$ cat config.mk
export PLATFORM = sky130hd
export DESIGN_NAME = pfa_controller
export DESIGN_NICKNAME = d
export VERILOG_FILES = /design/src/rtl/pfa_pkg.sv /design/src/rtl/pfa_controller.sv
export SDC_FILE = /design/constraint.sdc
export NUM_CORES = 1
export LEC_CHECK = 0
export ABC_AREA = 1
export BUFFER_PORTS_ARGS = -buffer_cell sky130_fd_sc_hd__buf_2
export CAP_MARGIN = 30
export CORE_MARGIN = 2
export CORE_UTILIZATION = 29
export DETAILED_ROUTE_END_ITERATION = 10
export PLACE_DENSITY_LB_ADDON = 0.2
export SETUP_SLACK_MARGIN = 0.3
export SKIP_LAST_GASP = 1
export SLEW_MARGIN = 20
export SYNTH_ARGS = -nofsm -noshare
export SYNTH_HDL_FRONTEND = slang
export SYNTH_SLANG_ARGS = --single-unit
$ cat constraint.sdc
create_clock -name clk -period 3.4 [get_ports clk]
set_input_delay 0.17 -clock clk [delete_from_list [all_inputs] [get_ports clk]]
set_output_delay 0.17 -clock clk [all_outputs]
set_load 0.01 [all_outputs]
$ cat src/rtl/pfa_pkg.sv
`timescale 1ns / 1ps
// ----------------------------------------------------------------------------
// pfa_pkg
// types, codes and constants of the page frame allocator
// ----------------------------------------------------------------------------
package pfa_pkg;

    localparam int PAGE_W   = 12;
    localparam int ENTRY_W  = PAGE_W + 1;
    localparam int CFG_W    = 13;
    localparam int WORD_BITS = 32;
    localparam logic [WORD_BITS-1:0] WORD_ONES = '1;

    localparam logic [CFG_W-1:0] TOTAL_PAGES_RST = 13'd4096;
    localparam logic [CFG_W-1:0] BOOT_PAGES_RST  = 13'd256;

    // request codes
    localparam logic [1:0] FUNC_ALLOC = 2'd0;
    localparam logic [1:0] FUNC_FREE  = 2'd1;
    localparam logic [1:0] FUNC_INIT  = 2'd2;

    // status codes
    localparam logic [1:0] STATUS_OK    = 2'd0;
    localparam logic [1:0] STATUS_OOM   = 2'd1;
    localparam logic [1:0] STATUS_FREE0 = 2'd2;

    // source codes
    localparam logic [1:0] SRC_STACK   = 2'd0;
    localparam logic [1:0] SRC_RECLAIM = 2'd1;
    localparam logic [1:0] SRC_BITMAP  = 2'd2;
    localparam logic [1:0] SRC_NONE    = 2'd3;

    // register indexes
    localparam logic REG_TOTAL_PAGES = 1'b0;
    localparam logic REG_BOOT_PAGES  = 1'b1;

    typedef struct packed {
        logic [1:0]        func;
        logic [PAGE_W-1:0] page_frame;
    } pfa_req_t;

    typedef struct packed {
        logic [PAGE_W-1:0] alloc_frame;
        logic [1:0]        status;
        logic [1:0]        source;
    } pfa_rsp_t;

    typedef struct packed {
        logic             index;
        logic [CFG_W-1:0] data;
    } pfa_cfg_t;

    typedef enum logic [3:0] {
        OP_NONE,
        OP_INIT_START,
        OP_INIT_WORD,
        OP_CAPTURE,
        OP_POP,
        OP_BM_RD_STACK,
        OP_BM_RD_PAGE,
        OP_BM_CLR,
        OP_BM_SET,
        OP_PUSH,
        OP_SCAN_START,
        OP_SCAN_RD,
        OP_SCAN_TAKE,
        OP_SCAN_NEXT
    } dp_op_t;

    typedef struct packed {
        dp_op_t     op;
        logic       emit;
        logic [1:0] status;
        logic [1:0] source;
        logic       use_page;
    } dp_cmd_t;

    typedef struct packed {
        logic [1:0] func;
        logic       depth_zero;
        logic       depth_full;
        logic       fill_zero;
        logic       fill_full;
        logic       page_zero;
        logic       page_oor;
        logic       sweep_last;
        logic       scan_end;
        logic       scan_hit;
        logic       out_busy;
    } dp_stat_t;

endpackage

$ cat src/rtl/pfa_controller.sv
`timescale 1ns / 1ps
// ----------------------------------------------------------------------------
// pfa_controller
// sequencer issuing datapath commands for allocate, free and init
// ----------------------------------------------------------------------------
module pfa_controller
    import pfa_pkg::*;
(
    input  logic     clk,
    input  logic     rst_n,
    input  logic     req_valid,
    output logic     req_ready,
    input  dp_stat_t stat,
    output dp_cmd_t  cmd
);

    typedef enum logic [3:0] {
        ST_INIT,
        ST_IDLE,
        ST_DISPATCH,
        ST_POP_WAIT,
        ST_CLR,
        ST_SET_RD,
        ST_SET,
        ST_SCAN_RD,
        ST_SCAN_CHK,
        ST_SCAN_DONE
    } state_t;

    state_t state_reg, state_next;
    logic   init_pend_reg, init_pend_next;
    logic   reclaim_reg, reclaim_next;

    assign req_ready = (state_reg == ST_IDLE) && !stat.out_busy;

    always_comb
    begin
        state_next     = state_reg;
        init_pend_next = init_pend_reg;
        reclaim_next   = reclaim_reg;
        cmd.op         = OP_NONE;
        cmd.emit       = 1'b0;
        cmd.status     = STATUS_OK;
        cmd.source     = SRC_NONE;
        cmd.use_page   = 1'b0;
        case (state_reg)
            ST_INIT:
            begin
                cmd.op = OP_INIT_WORD;
                if (stat.sweep_last)
                begin
                    cmd.emit       = init_pend_reg;
                    init_pend_next = 1'b0;
                    state_next     = ST_IDLE;
                end
            end
            ST_IDLE:
            begin
                if (req_valid && req_ready)
                begin
                    cmd.op     = OP_CAPTURE;
                    state_next = ST_DISPATCH;
                end
            end
            ST_DISPATCH:
            begin
                case (stat.func)
                    FUNC_ALLOC:
                    begin
                        if (!stat.depth_zero)
                        begin
                            cmd.op       = OP_POP;
                            reclaim_next = stat.fill_zero;
                            state_next   = ST_POP_WAIT;
                        end
                        else
                        begin
                            cmd.op     = OP_SCAN_START;
                            state_next = ST_SCAN_RD;
                        end
                    end
                    FUNC_FREE:
                    begin
                        if (stat.page_zero)
                        begin
                            cmd.emit   = 1'b1;
                            cmd.status = STATUS_FREE0;
                            state_next = ST_IDLE;
                        end
                        else if (stat.page_oor || stat.depth_full)
                        begin
                            cmd.emit   = 1'b1;
                            state_next = ST_IDLE;
                        end
                        else if (stat.fill_full)
                        begin
                            // page becomes a frame marker, bitmap untouched
                            cmd.op     = OP_PUSH;
                            cmd.emit   = 1'b1;
                            state_next = ST_IDLE;
                        end
                        else
                        begin
                            cmd.op     = OP_PUSH;
                            state_next = ST_SET_RD;
                        end
                    end
                    FUNC_INIT:
                    begin
                        cmd.op         = OP_INIT_START;
                        init_pend_next = 1'b1;
                        state_next     = ST_INIT;
                    end
                    default:
                    begin
                        cmd.emit   = 1'b1;
                        state_next = ST_IDLE;
                    end
                endcase
            end
            ST_POP_WAIT:
            begin
                cmd.op     = OP_BM_RD_STACK;
                state_next = ST_CLR;
            end
            ST_CLR:
            begin
                cmd.op       = OP_BM_CLR;
                cmd.emit     = 1'b1;
                cmd.source   = reclaim_reg ? SRC_RECLAIM : SRC_STACK;
                cmd.use_page = 1'b1;
                state_next   = ST_IDLE;
            end
            ST_SET_RD:
            begin
                cmd.op     = OP_BM_RD_PAGE;
                state_next = ST_SET;
            end
            ST_SET:
            begin
                cmd.op     = OP_BM_SET;
                cmd.emit   = 1'b1;
                state_next = ST_IDLE;
            end
            ST_SCAN_RD:
            begin
                if (stat.scan_end)
                begin
                    cmd.emit   = 1'b1;
                    cmd.status = STATUS_OOM;
                    state_next = ST_IDLE;
                end
                else
                begin
                    cmd.op     = OP_SCAN_RD;
                    state_next = ST_SCAN_CHK;
                end
            end
            ST_SCAN_CHK:
            begin
                if (stat.scan_hit)
                begin
                    cmd.op     = OP_SCAN_TAKE;
                    state_next = ST_SCAN_DONE;
                end
                else
                begin
                    cmd.op     = OP_SCAN_NEXT;
                    state_next = ST_SCAN_RD;
                end
            end
            ST_SCAN_DONE:
            begin
                cmd.emit     = 1'b1;
                cmd.source   = SRC_BITMAP;
                cmd.use_page = 1'b1;
                state_next   = ST_IDLE;
            end
            default:
            begin
                state_next = ST_IDLE;
            end
        endcase
    end

    always_ff @(posedge clk or negedge rst_n)
    begin
        if (!rst_n)
        begin
            state_reg     <= ST_INIT;
            init_pend_reg <= 1'b0;
            reclaim_reg   <= 1'b0;
        end
        else
        begin
            state_reg     <= state_next;
            init_pend_reg <= init_pend_next;
            reclaim_reg   <= reclaim_next;
        end
    end

endmodule

==> results.md <==
- Status: finished clean
- Iteration count of the initial detailed-routing pass: 4
- Design area: 796 um2
- Fmax: 582 MHz
- Commonest cells in the netlist: nand2_1, nor2_1, inv_1, nand3_1, dfrtp_1
- Global route total overflow: 0
- I/O pin count: 26
- Cell count along the critical path: 7
- Sink Count: 6
- Fraction of layout cells with a size suffix above 1: 24.6%
- DR vias: 745
- Post-synth top area share: 24.8%
- R2r endpoint: state_reg[0]
- Slew @ Worst Pin: 0.350 ns
- Core area: 1960 um2
- Flops & latches, synth: 6
- Final period utilization: 50.5%
- Hold WS: 0.205 ns
- Clock buffer count from CTS: 3
- Post-synth net total: 124
- Worst Path Max Fanout: 7
- Std-Cell Rows: 16
- Slowest cell delay on critical path: 0.37 ns
- Hold-fix buffers at CTS: 1
- Routed wire length: 1630 um
- Buffers and inverters on the worst path: 3
- Synthesis Warnings: 0
- Setup bufs post-CTS: 0
- Clock latency on the worst-skew pair: 0.23 ns
- Filler cell count in the final layout: 235
- Most frequent cell after synthesis: nand2_1
- CP Launch Point: state_reg[1]
- Reg2reg start: state_reg[1]
- Critical path's top delay family: simple AND/OR/NAND/NOR gates
- Worst Setup Start Kind: flip-flop
- Max Buffers Root-to-Sink: 2
- Slew headroom: 76.4%
- Reg2Reg Depth: 8
- Share of the core filled with cells: 40.6%
- Die W: 49.7 um
- Max reg flops: 4
- WS Path Type: flip-flop to primary output
- Initial antenna violation count: 0
- Syn Inst Count: 109
- Post-cts sizing count: 0
- Via density: 4.52
- Reg clk slew, reported paths: 0.04 ns
- Full die area: 2470 um2
- Critical path arrival: 1.55 ns
- Ys async rst share: 100%
- Largest cells by area after synthesis: dfrtp_1, nand2_1, nor2_1
- DP HPWL: 1470 um
- Sum Neg Setup Slack: 0 ns
- CTS Root Cell: clkbuf_4
- Post-synth EDFFs: 0
- Crit. End Element: primary output
- Register area share after synthesis: 24.8%
- Starting density of the core: 30.8%
- Hold Vio Cnt, Final: 0
- Placer Congestion: 0.861
- # diodes: 0
- Violation count after the first detailed-route iteration: 18
- Overall Global Routing Usage: 14.7%
- Cell Area, Placed: 763 um2
- # DRC: 0
- Area delta synth->final: 31.7%
- Synth cell types: 19
- Largest net degree at the start of global routing: 8
- First-pass GRT wire length: 2840 um
- Register area: 150 um2
- Critical-path cell list: inv_1, nor2_1, nand2_2, inv_2, nand3_1, o2111ai_1, buf_2
- Syn avg cell area: 5.54 um2
- Die H: 49.7 um
- Multi-input logic area: 379 um2
- Tmin final: 1.72 ns
- Primary FF master, synth: dfrtp_1
- Worst min path class: input port to flip-flop
- MaxCap Viol Count: 0
- CTS tree: done
- Mapped Area: 604 um2
- Final nets: 155
- Area leader, netlist: dfrtp_1
- Worst IR drop on VDD: 0.396 mV
- Routed len/inst: 9.90 um
- Clk_skew: 0.00106 ns
- Setup crit end: cmd[9]
- Max Transition Viols Final: 0
- Leak: 0.480 nW
- Buffers on Ports: 25
- Post-route ant nets: 0
- Power Density: 642 nW/um2
- RSZ-0062 raised after global routing: no
- Setup violations, final: 0
- Vias in the first global route: 685
- Slowest stage cell on the critical path: dfrtp_1
- Max H-tree Level: 1
- Reg2Reg Setup Slack: 2.01 ns
- WP data required: 3.23 ns
-- through the flow --
stage	setup WS [ns]	power (W)	std cells
global placement	1.94	0.000452	161
finish	1.68	0.000511	165
global route	1.53	0.000567	165
CTS	1.68	0.000516	165
floorplan	2.11	0.000342	109
detailed placement	1.95	0.000449	161
-- worst register-to-register path, stage by stage, from the launching register on --
cell and delay, ns:
dfrtp_1 0.39, inv_1 0.11, nand2_1 0.14, nor2_1 0.19, o21ai_0 0.18, nand2_1 0.11, inv_1 0.04, nand2_1 0.05
nand2_1 0.04
-- logic make-up after synthesis --
family | count (synthesis) | share of synthesized area (%)
simple gates | 75 | 54.7
buf+inv | 20 | 12.4
compound gates | 8 | 8.08
flops | 6 | 24.8
-- worst min-delay path by stage --
stage                     depth (start not counted)  slack [ns]             to  startpoint
final                                             3        0.20    reclaim_reg     stat[7]
after global placement                            1      -0.004  init_pend_reg       rst_n
after floorplan                                   0       -0.13  init_pend_reg       rst_n
after global routing                              3        0.21    reclaim_reg     stat[7]
after CTS                                         3        0.19    reclaim_reg     stat[7]
after detailed placement                          1      -0.002  init_pend_reg       rst_n
-- cell type report --
cell class,count,area share [%]
sequential,6,18.9
multi-input combinational,83,47.6
tap,27,4.25
timing repair buffer,26,17.0
clock buffer,3,2.83
inverter,20,9.43
-- report_power, final --
part / switching [W] / total, W / leakage (nW) / internal [W]
Sequential: 0.0000200 / 0.000115 / 0.0782 / 0.0000955
Clock: 0.0000216 / 0.0000612 / 0.0138 / 0.0000396
Combinational: 0.000216 / 0.000334 / 0.388 / 0.000118
Total: 0.000257 / 0.000511 / 0.480 / 0.000253
-- layout by cell type, fill, tap and decap left out, types with 3 or more instances in the layout --
cell type / synthesis / layout
nor2_1: 21 / 21
nand2_1: 34 / 34
dfrtp_1: 6 / 6
buf_2: 0 / 25
inv_1: 19 / 19
a21oi_1: 3 / 3
clkbuf_4: 0 / 3
nand3_1: 8 / 8
nand4_1: 3 / 3
-- layer usage --
metal / vias up / routed length (um) / GRT usage [%] / share of wire, %
li1: 401 / - / - / -
met1: 324 / 817 / 21.7 / 50
met2: 20 / 746 / 22.7 / 46
met3: 0 / 70 / 1.21 / 4.3
met4: 0 / 0 / 4.17 / 0
met5: - / 0 / 0 / 0
No activity file was read; power rests on OpenSTA's default activity.
